==> src/hdl/frh_pkg.sv <==
`timescale 1ns / 1ps
// ----------------------------------------------------------------------------
// frh_pkg
// types, constants and helper functions of the frame header receiver
// ----------------------------------------------------------------------------
package frh_pkg;

    localparam int unsigned HDR_LEN  = 48;
    localparam int unsigned CRC_OFS  = 44;
    localparam int unsigned SYNC_LEN = 4;

    localparam logic [31:0] CRC_POLY = 32'hEDB88320;
    localparam logic [31:0] CRC_INIT = 32'hFFFFFFFF;

    localparam logic [7:0] SYNC_MARK [SYNC_LEN] = '{8'h4E, 8'h53, 8'h4E, 8'h4E};
    localparam logic [2:0] KMP_BACK  [SYNC_LEN] = '{3'd0, 3'd0, 3'd1, 3'd1};

    localparam logic [2:0] MATCH_DONE = 3'(SYNC_LEN);
    localparam logic [5:0] POS_FIRST  = 6'(SYNC_LEN);
    localparam logic [5:0] POS_LAST   = 6'(HDR_LEN - 1);
    localparam logic [5:0] POS_CRC    = 6'(CRC_OFS);
    localparam logic [5:0] POS_CRC_M1 = 6'(CRC_OFS - 1);

    // header field offsets
    localparam logic [5:0] OFS_VERSION  = 6'd4;
    localparam logic [5:0] OFS_MSG_TYPE = 6'd5;
    localparam logic [5:0] OFS_SIZE     = 6'd6;
    localparam logic [5:0] OFS_SEQ      = 6'd8;
    localparam logic [5:0] OFS_PLEN     = 6'd12;
    localparam logic [5:0] OFS_PCRC     = 6'd16;
    localparam logic [5:0] OFS_DIM0     = 6'd24;
    localparam logic [5:0] OFS_DIM1     = 6'd26;
    localparam logic [5:0] OFS_DIM2     = 6'd28;
    localparam logic [5:0] OFS_DTYPE    = 6'd30;

    localparam logic [15:0] HDR_SIZE = 16'(HDR_LEN);

    localparam int unsigned Q_DEPTH = 4;
    localparam int unsigned Q_AW    = $clog2(Q_DEPTH);
    localparam int unsigned Q_CW    = $clog2(Q_DEPTH + 1);

    typedef struct packed {
        logic [5:0] pos;
        logic [7:0] data;
    } t_q_entry;

    typedef struct packed {
        logic     valid;
        t_q_entry entry;
    } t_q_beat;

    // reflected crc-32, one byte
    function automatic logic [31:0] crc_byte(input logic [31:0] crc, input logic [7:0] b);
        logic [31:0] c;
        c = crc ^ {24'h000000, b};
        for (int i = 0; i < 8; i++) begin
            c = c[0] ? ((c >> 1) ^ CRC_POLY) : (c >> 1);
        end
        return c;
    endfunction

    function automatic logic [31:0] crc_of_mark();
        logic [31:0] c;
        c = CRC_INIT;
        for (int i = 0; i < SYNC_LEN; i++) begin
            c = crc_byte(c, SYNC_MARK[i]);
        end
        return c;
    endfunction

    // crc register once the sync mark has been folded in
    localparam logic [31:0] CRC_AFTER_MARK = crc_of_mark();

    // prefix-function step of the sync mark matcher, m below SYNC_LEN
    function automatic logic [2:0] kmp_next(input logic [2:0] m, input logic [7:0] b);
        logic [2:0] k;
        k = m;
        for (int i = 0; i < SYNC_LEN - 1; i++) begin
            if (k != 3'd0 && b != SYNC_MARK[k[1:0]]) begin
                k = KMP_BACK[k[1:0] - 2'd1];
            end
        end
        if (b == SYNC_MARK[k[1:0]]) begin
            k = k + 3'd1;
        end
        return k;
    endfunction

endpackage

==> src/hdl/frame_header_receiver_unit.sv <==
`timescale 1ns / 1ps
// ----------------------------------------------------------------------------
// frame_header_receiver_unit
// byte-stream deframer: sync mark hunt, 48-byte header capture and check
// ----------------------------------------------------------------------------
// takes one received byte per beat on i_valid/o_ready and, while o_ready is
// high, sustains one byte every clock cycle. the front end hunts for the
// four-byte sync mark with a prefix-function matcher and numbers the 44
// header bytes that follow it; the back end runs the reflected crc-32 over
// header bytes 0 to 43 one byte per cycle, folds in the stored crc from
// bytes 44 to 47 and captures the little-endian fields. a four-beat queue
// sits between the two, so o_ready only drops when that queue fills, which
// happens only while a finished result is held on the output and the back
// end holds the next header's last byte. o_valid rises once the back end
// pops the last header byte and holds until i_ready. o_result_code is 0 for
// a good header and 1 for a version, size or header crc mismatch; all fields
// are still given on a bad header. expected version (reset 1) is written
// through i_cfg_we/i_cfg_wdata only while the block is idle, a rule on the
// user that the block does not enforce. bytes after a found mark are always
// header data; the hunt restarts after the last header byte.
module frame_header_receiver_unit (
    input  logic        i_clk,
    input  logic        i_rst_n,
    // configuration
    input  logic        i_cfg_we,
    input  logic [7:0]  i_cfg_wdata,
    // received byte stream
    input  logic        i_valid,
    output logic        o_ready,
    input  logic [7:0]  i_rx_byte,
    // header result
    output logic        o_valid,
    input  logic        i_ready,
    output logic        o_result_code,
    output logic [7:0]  o_msg_type,
    output logic [31:0] o_seq_number,
    output logic [31:0] o_payload_length,
    output logic [31:0] o_payload_crc,
    output logic [15:0] o_dim_zero,
    output logic [15:0] o_dim_one,
    output logic [15:0] o_dim_two,
    output logic [15:0] o_data_type
);

    frh_pkg::t_q_beat q_wr;
    frh_pkg::t_q_beat q_rd;
    logic             q_full;
    logic             q_pop;

    // mark hunt and byte numbering
    frh_front u_front (
        .i_clk     (i_clk),
        .i_rst_n   (i_rst_n),
        .i_valid   (i_valid),
        .o_ready   (o_ready),
        .i_rx_byte (i_rx_byte),
        .i_q_full  (q_full),
        .o_q_wr    (q_wr)
    );

    // decouples intake from the result stall
    frh_queue u_queue (
        .i_clk   (i_clk),
        .i_rst_n (i_rst_n),
        .i_wr    (q_wr),
        .o_full  (q_full),
        .o_rd    (q_rd),
        .i_pop   (q_pop)
    );

    // crc, field capture and verdict
    frh_back u_back (
        .i_clk            (i_clk),
        .i_rst_n          (i_rst_n),
        .i_cfg_we         (i_cfg_we),
        .i_cfg_wdata      (i_cfg_wdata),
        .i_rd             (q_rd),
        .o_pop            (q_pop),
        .o_valid          (o_valid),
        .i_ready          (i_ready),
        .o_result_code    (o_result_code),
        .o_msg_type       (o_msg_type),
        .o_seq_number     (o_seq_number),
        .o_payload_length (o_payload_length),
        .o_payload_crc    (o_payload_crc),
        .o_dim_zero       (o_dim_zero),
        .o_dim_one        (o_dim_one),
        .o_dim_two        (o_dim_two),
        .o_data_type      (o_data_type)
    );

endmodule

==> src/hdl/frh_front.sv <==
`timescale 1ns / 1ps
// ----------------------------------------------------------------------------
// frh_front
// byte intake: sync mark hunt and header byte numbering
// ----------------------------------------------------------------------------
module frh_front (
    input  logic            i_clk,
    input  logic            i_rst_n,
    input  logic            i_valid,
    output logic            o_ready,
    input  logic [7:0]      i_rx_byte,
    input  logic            i_q_full,
    output frh_pkg::t_q_beat o_q_wr
);

    logic [2:0] r_matched;
    logic [2:0] n_matched;
    logic [5:0] r_pos;
    logic [5:0] n_pos;
    logic       accept;
    logic       collecting;

    assign o_ready    = !i_q_full;
    assign accept     = i_valid && !i_q_full;
    assign collecting = (r_matched == frh_pkg::MATCH_DONE);

    always_comb begin
        n_matched         = r_matched;
        n_pos             = r_pos;
        o_q_wr.valid      = accept && collecting;
        o_q_wr.entry.pos  = r_pos;
        o_q_wr.entry.data = i_rx_byte;
        if (accept) begin
            if (!collecting) begin
                n_matched = frh_pkg::kmp_next(r_matched, i_rx_byte);
                if (n_matched == frh_pkg::MATCH_DONE) begin
                    n_pos = frh_pkg::POS_FIRST;
                end
            end else if (r_pos == frh_pkg::POS_LAST) begin
                n_matched = 3'd0;
                n_pos     = 6'd0;
            end else begin
                n_pos = r_pos + 6'd1;
            end
        end
    end

    always_ff @(posedge i_clk) begin
        if (!i_rst_n) begin
            r_matched <= 3'd0;
            r_pos     <= 6'd0;
        end else begin
            r_matched <= n_matched;
            r_pos     <= n_pos;
        end
    end

endmodule

==> src/hdl/frh_queue.sv <==
`timescale 1ns / 1ps
// ----------------------------------------------------------------------------
// frh_queue
// short fifo of numbered header bytes between front and back
// ----------------------------------------------------------------------------
module frh_queue (
    input  logic             i_clk,
    input  logic             i_rst_n,
    input  frh_pkg::t_q_beat i_wr,
    output logic             o_full,
    output frh_pkg::t_q_beat o_rd,
    input  logic             i_pop
);

    frh_pkg::t_q_entry r_mem [frh_pkg::Q_DEPTH];
    logic [frh_pkg::Q_AW-1:0] r_wr_ptr;
    logic [frh_pkg::Q_AW-1:0] r_rd_ptr;
    logic [frh_pkg::Q_CW-1:0] r_count;
    logic [frh_pkg::Q_CW-1:0] n_count;

    assign o_full     = (r_count == frh_pkg::Q_CW'(frh_pkg::Q_DEPTH));
    assign o_rd.valid = (r_count != '0);
    assign o_rd.entry = r_mem[r_rd_ptr];

    always_comb begin
        n_count = r_count;
        if (i_wr.valid && !i_pop) begin
            n_count = r_count + 1'b1;
        end else if (!i_wr.valid && i_pop) begin
            n_count = r_count - 1'b1;
        end
    end

    always_ff @(posedge i_clk) begin
        if (!i_rst_n) begin
            r_wr_ptr <= '0;
            r_rd_ptr <= '0;
            r_count  <= '0;
        end else begin
            r_count <= n_count;
            if (i_wr.valid) begin
                r_wr_ptr <= r_wr_ptr + 1'b1;
            end
            if (i_pop) begin
                r_rd_ptr <= r_rd_ptr + 1'b1;
            end
        end
    end

    always_ff @(posedge i_clk) begin
        if (i_wr.valid) begin
            r_mem[r_wr_ptr] <= i_wr.entry;
        end
    end

endmodule

==> src/hdl/frh_back.sv <==
`timescale 1ns / 1ps
// ----------------------------------------------------------------------------
// frh_back
// header crc, field capture, verdict and result register
// ----------------------------------------------------------------------------
module frh_back (
    input  logic             i_clk,
    input  logic             i_rst_n,
    input  logic             i_cfg_we,
    input  logic [7:0]       i_cfg_wdata,
    input  frh_pkg::t_q_beat i_rd,
    output logic             o_pop,
    output logic             o_valid,
    input  logic             i_ready,
    output logic             o_result_code,
    output logic [7:0]       o_msg_type,
    output logic [31:0]      o_seq_number,
    output logic [31:0]      o_payload_length,
    output logic [31:0]      o_payload_crc,
    output logic [15:0]      o_dim_zero,
    output logic [15:0]      o_dim_one,
    output logic [15:0]      o_dim_two,
    output logic [15:0]      o_data_type
);

    logic [7:0]  r_expected_version;
    logic        r_out_valid;
    logic        n_out_valid;
    logic [31:0] r_crc;
    logic [31:0] n_crc;
    logic [31:0] crc_base;
    logic [5:0]  crc_rel;
    logic [5:0]  pos;
    logic [7:0]  data;
    logic        is_last;
    logic        bad;

    // header fields being collected
    logic [7:0]  r_version;
    logic [7:0]  r_msg_type;
    logic [15:0] r_size;
    logic [31:0] r_seq;
    logic [31:0] r_plen;
    logic [31:0] r_pcrc;
    logic [15:0] r_dim0;
    logic [15:0] r_dim1;
    logic [15:0] r_dim2;
    logic [15:0] r_dtype;

    assign pos     = i_rd.entry.pos;
    assign data    = i_rd.entry.data;
    assign is_last = (pos == frh_pkg::POS_LAST);
    assign o_pop   = i_rd.valid && (!is_last || !r_out_valid || i_ready);
    assign o_valid = r_out_valid;
    assign crc_rel = pos - frh_pkg::POS_CRC;

    always_comb begin
        crc_base = (pos == frh_pkg::POS_FIRST) ? frh_pkg::CRC_AFTER_MARK : r_crc;
        if (pos < frh_pkg::POS_CRC) begin
            n_crc = frh_pkg::crc_byte(crc_base, data);
            if (pos == frh_pkg::POS_CRC_M1) begin
                n_crc = ~n_crc;
            end
        end else begin
            // fold stored crc bytes in, zero at the end on a match
            n_crc = r_crc ^ ({24'h000000, data} << {crc_rel[1:0], 3'b000});
        end
    end

    assign bad = (r_version != r_expected_version) || (r_size != frh_pkg::HDR_SIZE)
                 || (n_crc != 32'h00000000);

    always_comb begin
        n_out_valid = r_out_valid && !i_ready;
        if (o_pop && is_last) begin
            n_out_valid = 1'b1;
        end
    end

    always_ff @(posedge i_clk) begin
        if (!i_rst_n) begin
            r_expected_version <= 8'd1;
            r_out_valid        <= 1'b0;
        end else begin
            r_out_valid <= n_out_valid;
            if (i_cfg_we) begin
                r_expected_version <= i_cfg_wdata;
            end
        end
    end

    // multi-byte fields sit on aligned offsets, so low position bits pick the lane
    always_ff @(posedge i_clk) begin
        if (o_pop) begin
            r_crc <= n_crc;
            unique case (pos) inside
                frh_pkg::OFS_VERSION:  r_version  <= data;
                frh_pkg::OFS_MSG_TYPE: r_msg_type <= data;
                [frh_pkg::OFS_SIZE : frh_pkg::OFS_SIZE + 6'd1]:
                    r_size[{pos[0], 3'b000} +: 8] <= data;
                [frh_pkg::OFS_SEQ : frh_pkg::OFS_SEQ + 6'd3]:
                    r_seq[{pos[1:0], 3'b000} +: 8] <= data;
                [frh_pkg::OFS_PLEN : frh_pkg::OFS_PLEN + 6'd3]:
                    r_plen[{pos[1:0], 3'b000} +: 8] <= data;
                [frh_pkg::OFS_PCRC : frh_pkg::OFS_PCRC + 6'd3]:
                    r_pcrc[{pos[1:0], 3'b000} +: 8] <= data;
                [frh_pkg::OFS_DIM0 : frh_pkg::OFS_DIM0 + 6'd1]:
                    r_dim0[{pos[0], 3'b000} +: 8] <= data;
                [frh_pkg::OFS_DIM1 : frh_pkg::OFS_DIM1 + 6'd1]:
                    r_dim1[{pos[0], 3'b000} +: 8] <= data;
                [frh_pkg::OFS_DIM2 : frh_pkg::OFS_DIM2 + 6'd1]:
                    r_dim2[{pos[0], 3'b000} +: 8] <= data;
                [frh_pkg::OFS_DTYPE : frh_pkg::OFS_DTYPE + 6'd1]:
                    r_dtype[{pos[0], 3'b000} +: 8] <= data;
                default: ;
            endcase
        end
        if (o_pop && is_last) begin
            o_result_code    <= bad;
            o_msg_type       <= r_msg_type;
            o_seq_number     <= r_seq;
            o_payload_length <= r_plen;
            o_payload_crc    <= r_pcrc;
            o_dim_zero       <= r_dim0;
            o_dim_one        <= r_dim1;
            o_dim_two        <= r_dim2;
            o_data_type      <= r_dtype;
        end
    end

endmodule

==> config.mk <==
export PLATFORM = sky130hd
export DESIGN_NAME = frame_header_receiver_unit
export DESIGN_NICKNAME = d
export VERILOG_FILES = /design/src/hdl/frh_pkg.sv /design/src/hdl/frame_header_receiver_unit.sv /design/src/hdl/frh_front.sv /design/src/hdl/frh_queue.sv /design/src/hdl/frh_back.sv
export SDC_FILE = /design/constraint.sdc
export NUM_CORES = 1
export LEC_CHECK = 0
export BUFFER_PORTS_ARGS = -buffer_cell sky130_fd_sc_hd__buf_2
export CAP_MARGIN = 10
export CELL_PAD_IN_SITES_DETAIL_PLACEMENT = 1
export CELL_PAD_IN_SITES_GLOBAL_PLACEMENT = 2
export CORE_UTILIZATION = 43
export DETAILED_ROUTE_END_ITERATION = 8
export PLACE_DENSITY_LB_ADDON = 0.05
export REMOVE_ABC_BUFFERS = 1
export SLEW_MARGIN = 20
export SYNTH_ARGS = -nofsm -noshare
export SYNTH_HDL_FRONTEND = slang
export SYNTH_SLANG_ARGS = --single-unit
export TNS_END_PERCENT = 100
==> constraint.sdc <==
create_clock -name i_clk -period 12.57 [get_ports i_clk]
set_input_delay 2.514 -clock i_clk [delete_from_list [all_inputs] [get_ports i_clk]]
set_output_delay 2.514 -clock i_clk [all_outputs]
set_load 0.03 [all_outputs]
==> results of run 1 <==
## layout by cell type, fill, tap and decap left out, drive strengths merged, types with 2 or more instances in the layout
cell type,count
inv,37
clkbuf,53
a21oi,21
and3,6
edfxtp,449
a22oi,3
o21ai,28
xor2,52
xnor3,8
xnor2,117
nor2,112
a211oi,3
o21a,3
nand2,73
mux4,13
or4,3
nand4bb,2
or2,5
nand3,8
nand2b,3
nand4,5
bufinv,5
mux2,3
clkinv,21
or3,7
ha,21
nor4b,2
dfxtp,27
mux2i,22
nor3b,5
nor2b,25
nor4bb,2
nor3,17
and2,20
a31oi,13
buf,203
a21o,3
o221ai,3
a21boi,6
nor4,4
## worst min-delay path by stage
stage                                 startpoint  depth (start not counted)                                    end
detailed placement    u_back.r_pcrc[2]$_DFFE_PP_                          0      u_back.o_payload_crc[2]$_DFFE_PP_
finish                u_back.r_dim1[5]$_DFFE_PP_                          0          u_back.o_dim_one[5]$_DFFE_PP_
global placement    u_back.r_dtype[14]$_DFFE_PP_                          0       u_back.o_data_type[14]$_DFFE_PP_
floorplan            u_back.r_dtype[0]$_DFFE_PP_                          0        u_back.o_data_type[0]$_DFFE_PP_
CTS                  u_back.r_plen[18]$_DFFE_PP_                          0  u_back.o_payload_length[18]$_DFFE_PP_
global route         u_back.r_dtype[2]$_DFFE_PP_                          0        u_back.o_data_type[2]$_DFFE_PP_
## cell type report
class,count,area (um2),area share
flip-flops and latches,476,14000,0.635
multi-input cells,629,4560,0.207
clock buffers,53,1250,0.0567
repair buffers,203,1060,0.0480
inverters,32,120,0.00544
clock inverters,32,323,0.0146
well taps,585,732,0.0332
## sequential cells by signal (all words and copies together), names as in the netlist, 32 cells and up, named ones only
name / count
u_back.o_seq_number: 32
u_back.r_crc: 32
u_back.r_seq: 32
u_back.o_payload_crc: 32
u_back.o_payload_length: 32
u_queue.r_mem: 56
u_back.r_pcrc: 32
u_back.r_plen: 32
## logic make-up after synthesis
group / after synthesis / synth area share
flops: 476 / 0.743
simple gates: 300 / 0.0761
xor+xnor: 177 / 0.0902
compound gates: 92 / 0.0299
buf+inv: 80 / 0.0168
mux: 38 / 0.0290
fa+ha+maj: 22 / 0.0150
## per-stage QoR
step	utilization	std cells	instance area [um2]	hold slack [ns]
2_1_floorplan	-	1137	18700	0.400
3_3_place_gp	0.475	1925	20500	0.402
3_5_place_dp	0.475	1925	20500	0.406
4_1_cts	0.511	2010	22100	0.415
5_1_grt	0.511	2010	22100	0.421
6_report	0.511	2010	22100	0.413
## metal layers
metal,vias up,GRT usage,part of all wire
met4,0,0.0490,0.016
met3,50,0.0331,0.043
li1,4715,-,-
met1,5187,0.284,0.46
met2,216,0.339,0.48
met5,-,0,0
## report_power, final
group	internal [W]	total, W	leakage (nW)	switching (W)
clock network	0.000825	0.00142	0.782	0.000599
registers	0.00207	0.00221	4.37	0.000138
logic	0.00104	0.00251	2.69	0.00147
==> out/metrics.yaml, run 1 <==
status: "finished clean"
rr_startpoint: "u_front.r_matched[1]$_SDFFE_PN0P_"
dr.first_iter.drc_count: 536
start_util: 0.437
numCtsBuffers: 48
crit_required_ns: 13.06
avgRoutedWirePerCell_um: 22.6
nFillCells: 4222
die_area_mm2: 0.0447
hold_path_class: "reg2reg"
syn_avg_cell_area_um2: 15.9
r2r_end: "u_front.r_pos[2]$_SDFFE_PN0P_"
grt_usage: 0.205
power_density_mw_per_mm2: 278
critPathSlowestCell: "nor4bb_1"
start_kind: "input port"
rows: 76
gp_routability_congestion: 0.751
synth_top_cell_by_area: "edfxtp_1"
synth_top_area_share: 0.714
yosys-top-cells-count: "edfxtp_1, xnor2_1, nor2_1"
antenna_found_initial: 0
drc_errors: 0
syn2layout_area_growth_pct: 16.9
grt_max_degree: 171
antenna_cells: 0
synth_edf_count: 449
arrival_ns: 8.20
r2r_cells: 24
dr_total_vias: 10200
leakagePower_nw: 7.84
die_x_um: 212
synth_area_leaders: "edfxtp_1, xnor2_1, dfxtp_1"
vias_per_cell: 5.06
crit_path_start: "i_rx_byte[4]"
first_pass_iters: 5
path_clk_slew_ns: 0.06
vdd_drop_max_mv: 0.307
worstSetupEndpointType: "flop"
critPathMaxStageDelay_ns: 0.80
crit_family: "simple AND/OR/NAND/NOR gates"
timing.max_cap.violations: 0
finalCriticalPeriod_ns: 7.71
synth_cells: 1185
ys_seq_area_frac: 0.743
path_depth: 24
yosys_warnings: 0
syn-cell-area_mm2: 0.0189
cts_tree: "yes"
cts_root_buffer: "clkbuf_16"
regToRegSetupSlack_ns: 7.03
cts-hold-fix-buffers: 0
grt_pass1_vias: 10500
fin_skew_ns: 0.0180
clk_latency_ns: 0.59
core-area_mm2: 0.0432
fin_ws_ns: 4.86
rsz0062_at_grt: "no"
die_y_um: 212
port_buffers: 191
htree_levels: 2
setup_viol: 0
drive_above_1_share: 0.218
crit_type: "in2reg"
dp_hpwl_um: 31500
clock-sinks: 476
path_max_fanout: 7
synth_seq_cells: 476
power_w: 0.00614
io_pins: 192
pre_cts_slack_ns: 4.27
post_cts_buffers: 0
drt_wl_total_um: 45300
nNetsFinal: 1433
grt_pass1_wl_um: 66600
endpoint: "u_front.r_pos[2]$_SDFFE_PN0P_"
final_antenna_net_count: 0
synthArstFlopShare: 0
hold_viol: 0
ctsResizeCount: 0
worst_pin_slew_ns: 1.04
clock.fmax_mhz: 130
yosysMostFrequentCell: "edfxtp_1"
slew_headroom: 0.305
cp_num_buf_inv: 1
slew_violations: 0
period_share: 0.613
yosysUniqueCellTypes: 58
synth-main-ff-cell: "edfxtp_1"
fin_setup_tns_ns: 0
cts.path.max_buffers: 3
timing.critical_path.cells: "buf_2 > nor4bb_1 > mux2i_1 > o22ai_1 > a21boi_0 > ha_1 > mux2i_1 > or2_2 > nand2_1 > nand3_1 > ha_1 > mux2i_1 > nor2_1 > a21o_1 > a31oi_1 > ha_1 > a21oi_1 > nor2_1 > nand2_1 > xnor2_1 > and3_1 > o21ai_0 > xor2_1 > a21boi_0"
grt_overflow: 0
Note: power is estimated with default switching activity, not from simulation.
==> run 2, diff against run 1 <==
--- a/config.mk
+++ b/config.mk
@@ -9,7 +9,7 @@
 export CAP_MARGIN = 10
 export CELL_PAD_IN_SITES_DETAIL_PLACEMENT = 1
 export CELL_PAD_IN_SITES_GLOBAL_PLACEMENT = 2
-export CORE_UTILIZATION = 43
+export CORE_UTILIZATION = 39
 export DETAILED_ROUTE_END_ITERATION = 8
 export PLACE_DENSITY_LB_ADDON = 0.05
 export REMOVE_ABC_BUFFERS = 1
==> constraint.sdc (replaced) <==
create_clock -name i_clk -period 7.01 [get_ports i_clk]
set_input_delay 1.402 -clock i_clk [delete_from_list [all_inputs] [get_ports i_clk]]
set_output_delay 1.402 -clock i_clk [all_outputs]
set_load 0.03 [all_outputs]
==> out/metrics.yaml, run 2 (same netlist as run 1, synthesis figures left out) <==
syn2layout_area_growth_pct: 17.4
slew_violations: 0  # unchanged
die_y_um: 222  # +5.0%
cts_root_buffer: "clkbuf_16"
sw_frac_of_total: 0.360  # +0.000465
clk_latency_ns: 0.59  # about the same
die_area_mm2: 0.0493  # +10%
finalInstanceArea_mm2: 0.0222  # +0.45%
dr_total_vias: 10200  # +0.23%
layout_common_cells: "edfxtp_1, buf_2, xnor2_1, nor2_1, nand2_1"
path_max_fanout: 7  # unchanged
dp_hpwl_um: 32500  # +3.0%
first_pass_iters: 5  # unchanged
gp_routability_congestion: 0.755  # +0.41%
hold_path_class: "reg2reg"
start_util: 0.395  # -0.0419
fin_skew_ns: 0.0181  # +0.000155 ns
clock-sinks: 476  # unchanged
finalCriticalPeriod_ns: 6.16
worstSetupEndpointType: "flop"
seqPwrFrac: 0.357  # -0.003
clock_power_share: 0.228  # -0.004
layout_commonest_cell: "edfxtp_1"
grt_max_degree: 49  # -71%
fin_setup_tns_ns: 0  # unchanged
crit_type: "in2reg"
core-area_mm2: 0.0477  # +11%
drt_wl_total_um: 46200  # +1.8%
placed_area_mm2: 0.0206  # +0.63%
nNetsFinal: 1445  # +0.84%
crit_required_ns: 7.51  # -5.55 ns
hold_slack_ns: 0.414  # +0.000496 ns
leakagePower_nw: 7.85  # about the same
antenna_found_initial: 0  # unchanged
cts-hold-fix-buffers: 0  # unchanged
die_x_um: 222  # +5.0%
path_clk_slew_ns: 0.06  # about the same
slew_headroom: 0.341  # +0.0358
clock.fmax_mhz: 162
start_kind: "input port"
rsz0062_at_grt: "no"
power_frac_comb: 0.415  # +0.007
period_share: 0.879
timing.max_cap.violations: 0  # unchanged
hold_viol: 0  # unchanged
avgRoutedWirePerCell_um: 22.5  # -0.39%
dr.first_iter.drc_count: 538  # +0.37%
vdd_drop_max_mv: 0.410  # +34%
drive_above_1_share: 0.218  # about the same
largest_register_ffs: 56  # unchanged
grt_pass1_vias: 10500  # +0.24%
antenna_cells: 0  # unchanged
switchingPower_w: 0.00389  # +76%
worst_pin_slew_ns: 0.989  # -0.0537 ns
final_antenna_net_count: 0  # unchanged
post_cts_buffers: 0  # unchanged
htree_levels: 2  # unchanged
vias_per_cell: 4.96  # -2.0%
cts_tree: "yes"
power_density_mw_per_mm2: 487  # +75%
regMostFlops: "u_queue.r_mem"
rows: 80  # +5.3%
grt_overflow: 0  # unchanged
cts.path.max_buffers: 3  # unchanged
io_pins: 192  # unchanged
ctsResizeCount: 0  # unchanged
drc_errors: 0  # unchanged
grt_pass1_wl_um: 68800  # +3.4%
setup_viol: 0  # unchanged
arrival_ns: 6.67  # -1.53 ns
port_buffers: 191  # unchanged
nFillCells: 4709  # +12%
power_w: 0.0108  # +76%
p_int_w: 0.00692  # +76%
status: "finished clean"
numCtsBuffers: 48  # unchanged
grt_usage: 0.189  # -0.0156
-- run 2: cell count changes in the layout (fill, tap and decap cells not counted), sizes merged --
cell	change
buf	+12
clkinvlp	+1
bufinv	-2
clkbuf	+6
clkinv	+3
inv	-5
-- run 2: worst paths after layout --
kind	startpoint	end	slack, ns	depth (start not counted)
setup / recovery	i_rx_byte[3]	u_front.r_pos[4]$_SDFFE_PN0P_	0.85	26
hold / removal	u_back.r_plen[11]$_DFFE_PP_	u_back.o_payload_length[11]$_DFFE_PP_	0.41	0
setup reg to reg	u_front.r_matched[1]$_SDFFE_PN0P_	u_front.r_pos[4]$_SDFFE_PN0P_	1.62	26
hold reg to reg	u_back.r_plen[11]$_DFFE_PP_	u_back.o_payload_length[11]$_DFFE_PP_	0.41	0
-- run 2: power by group through the flow --
stage / logic [W] / clock network [W] / registers [W]
2_1_floorplan: 0.00327 / 0 / 0.00395
3_3_place_gp: 0.00445 / 0 / 0.00391
3_5_place_dp: 0.00451 / 0 / 0.00392
4_1_cts: 0.00454 / 0.00253 / 0.00386
5_1_grt: 0.00497 / 0.00263 / 0.00388
6_report: 0.00449 / 0.00247 / 0.00385
-- run 2: layout make-up --
type                       count  area (um2)  area share
clock buffer                  59        1260      0.0570
clock inverter                29         251      0.0113
inverter                      32         120     0.00542
multi-input combinational    629        4560       0.206
sequential                   476       14000       0.633
tap                          615         769      0.0347
timing repair buffer         215        1180      0.0533
-- run 2: per-stage QoR --
step	std cells	setup slack, ns	utilization
2_1_floorplan	1137	-4.10	-
3_5_place_dp	1966	0.226	0.432
5_1_grt	2055	0.411	0.464
3_3_place_gp	1966	0.516	0.432
4_1_cts	2054	0.846	0.464
6_report	2055	0.845	0.464
-- run 2: layer usage --
layer | vias to the layer above | part of all wire | GRT usage
met3 | 65 | 0.034 | 0.0256
met2 | 214 | 0.48 | 0.311
met4 | 0 | 0.021 | 0.0531
met5 | - | 0 | 0
li1 | 4729 | - | -
met1 | 5183 | 0.46 | 0.264
-- run 2: critical path, cell delays in order --
cell,delay [ns]
buf_2,0.14
nor4bb_1,0.54
mux2i_1,0.28
o221ai_1,0.29
a21boi_0,0.30
ha_1,0.28
mux2i_1,0.26
nor2_1,0.07
o221ai_1,0.27
nand2_1,0.13
ha_1,0.21
mux2i_1,0.14
nor2_1,0.18
a21o_1,0.14
nor2b_1,0.23
inv_1,0.10
ha_1,0.22
nor2_1,0.11
a21oi_1,0.06
nor2_1,0.27
nand2_1,0.11
xnor2_1,0.15
and3_1,0.23
nor2_1,0.23
o21ai_0,0.13
a21boi_0,0.19
==> run 3, diff against run 2 <==
--- a/config.mk
+++ b/config.mk
@@ -9,7 +9,7 @@
 export CAP_MARGIN = 10
 export CELL_PAD_IN_SITES_DETAIL_PLACEMENT = 1
 export CELL_PAD_IN_SITES_GLOBAL_PLACEMENT = 2
-export CORE_UTILIZATION = 39
+export CORE_UTILIZATION = 46
 export DETAILED_ROUTE_END_ITERATION = 8
 export PLACE_DENSITY_LB_ADDON = 0.05
 export REMOVE_ABC_BUFFERS = 1
==> constraint.sdc (replaced) <==
create_clock -name i_clk -period 7.1 [get_ports i_clk]
set_input_delay 1.42 -clock i_clk [delete_from_list [all_inputs] [get_ports i_clk]]
set_output_delay 1.42 -clock i_clk [all_outputs]
set_load 0.03 [all_outputs]
==> out/metrics.yaml, run 3 (same netlist as run 1, synthesis figures left out) <==
status: "finished clean"
syn2layout_area_growth_pct: 16.4
timing.max_cap.violations: 0  # unchanged
grt_overflow: 0  # unchanged
start_kind: "input port"
critPathSlowestCell: "nor4bb_1"
hold_path_class: "reg2reg"
clock.fmax_mhz: 165
grt_pass1_wl_um: 66600  # -3.3%
hold_viol: 0  # unchanged
path_clk_slew_ns: 0.06  # about the same
power_density_mw_per_mm2: 485  # -0.42%
vias_per_cell: 5.25  # +5.9%
avgRoutedWirePerCell_um: 23.0  # +2.3%
worstSetupEndpointType: "flop"
arrival_ns: 6.56  # -0.11 ns
die_area_mm2: 0.0418  # -15%
vdd_drop_max_mv: 0.460  # +12%
path_common_cell: "nor2_1"
layout_commonest_cell: "edfxtp_1"
crit_required_ns: 7.59  # +0.08 ns
drive_above_1_share: 0.215  # -0.00322
clock-sinks: 476  # unchanged
dp_hpwl_um: 30800  # -5.3%
antenna_cells: 0  # unchanged
antenna_found_initial: 0  # unchanged
grt_usage: 0.219  # +0.0297
slew_headroom: 0.366  # +0.0251
gp_routability_congestion: 0.752  # -0.40%
largest_register_ffs: 56  # unchanged
critPathMaxStageDelay_ns: 0.52  # -0.02 ns
met3WireLength_um: 2460  # +57%
worst_pin_slew_ns: 0.946  # -0.0427 ns
htree_levels: 2  # unchanged
dr_wl_met2_um: 21300  # -3.8%
dr_total_vias: 10300  # +0.66%
port_buffers: 191  # unchanged
drt_wl_total_um: 44900  # -2.7%
regMostFlops: "u_queue.r_mem"
die_y_um: 205  # -7.9%
finalNonFillerCells: 1954  # -4.9%
placed_cells: 1869  # -4.9%
r2r_cells: 26  # unchanged
rows: 73  # -8.8%
start_util: 0.471  # +0.0754
setup_viol: 0  # unchanged
fin_skew_ns: 0.0184  # +0.000296 ns
numCtsBuffers: 48  # unchanged
rsz0062_at_grt: "no"
final_antenna_net_count: 0  # unchanged
grt_max_degree: 171  # +250%
period_share: 0.855
grt_pass1_vias: 10400  # -0.89%
core-area_mm2: 0.0401  # -16%
crit_type: "in2reg"
hold_depth: 0  # unchanged
ctsResizeCount: 0  # unchanged
highest_layer: "met4"
drc_errors: 0  # unchanged
slew_violations: 0  # unchanged
finalCriticalPeriod_ns: 6.07
dr.first_iter.drc_count: 604  # +12%
nNetsFinal: 1437  # -0.55%
clk_latency_ns: 0.59  # about the same
cts_root_buffer: "clkbuf_16"
cts-hold-fix-buffers: 0  # unchanged
cts.path.max_buffers: 3  # unchanged
path_max_fanout: 7  # unchanged
power_w: 0.0107  # -1.3%
die_x_um: 205  # -7.9%
layout_common_cells: "edfxtp_1, buf_2, xnor2_1, nor2_1, nand2_1"
post_cts_buffers: 0  # unchanged
wl_met1_um: 20200  # -5.9%
io_pins: 192  # unchanged
leakagePower_nw: 7.80  # -0.61%
cts_tree: "yes"
nFillCells: 3841  # -18%
first_pass_iters: 7  # +2
run 3: cell count changes in the layout (fill, tap and decap cells not counted), moves of 2 or more:
cell | before | now
buf_4 | 21 | 15
clkinv_1 | 11 | 7
clkinv_2 | 10 | 7
clkinvlp_4 | 2 | 4
inv_16 | 0 | 2
run 3: through the flow:
step	instance area, um2	TNS, ns	hold slack (ns)	util	setup WS, ns
detailed placement	20400	0	0.405	0.510	0.341
global route	22000	0	0.414	0.548	0.429
floorplan	18700	-681.53	0.400	-	-4.01
finish	22000	0	0.415	0.548	1.03
CTS	22000	0	0.416	0.548	0.965
global placement	20400	0	0.400	0.510	0.589
run 3: critical path, delay by kind of cell:
kind | cells | cell delay [ns]
AND/OR/NAND/NOR | 10 | 2.15
adder cells (fa/ha/maj) | 3 | 0.70
buffers and inverters | 2 | 0.31
AO/OA/AOI/OAI | 7 | 1.19
XOR/XNOR | 1 | 0.15
multiplexers | 3 | 0.62
run 3: report_power, final:
| part | switching, W | internal (W) | total, W | leakage, nW |
|---|---|---|---|---|
| sequential | 0.000212 | 0.00359 | 0.00381 | 4.35 |
| combinational | 0.00255 | 0.00184 | 0.00439 | 2.71 |
| clock | 0.00104 | 0.00143 | 0.00247 | 0.739 |
run 3: final timing paths:
path / endpoint / start / slack, ns
hold / removal: u_back.o_dim_two[2]$_DFFE_PP_ / u_back.r_dim2[2]$_DFFE_PP_ / 0.41
setup / recovery: u_front.r_pos[5]$_SDFFE_PN0P_ / i_rx_byte[3] / 1.03
hold reg to reg: u_back.o_dim_two[2]$_DFFE_PP_ / u_back.r_dim2[2]$_DFFE_PP_ / 0.41
setup reg to reg: u_front.r_pos[5]$_SDFFE_PN0P_ / u_front.r_matched[1]$_SDFFE_PN0P_ / 1.76
run 3: cell type report:
type,count,area (um2),area share
clock buffers,61,1280,0.0583
clock inverters,24,251,0.0114
inverters,32,120,0.00547
multi-input cells,629,4550,0.207
flip-flops and latches,476,14000,0.638
well taps,525,657,0.0299
repair buffers,207,1090,0.0495
run 3: layer usage:
metal,up-vias,global-route usage
met5,-,0
met4,0,0.0594
met3,62,0.0371
met2,311,0.354
met1,5168,0.307
li1,4717,-
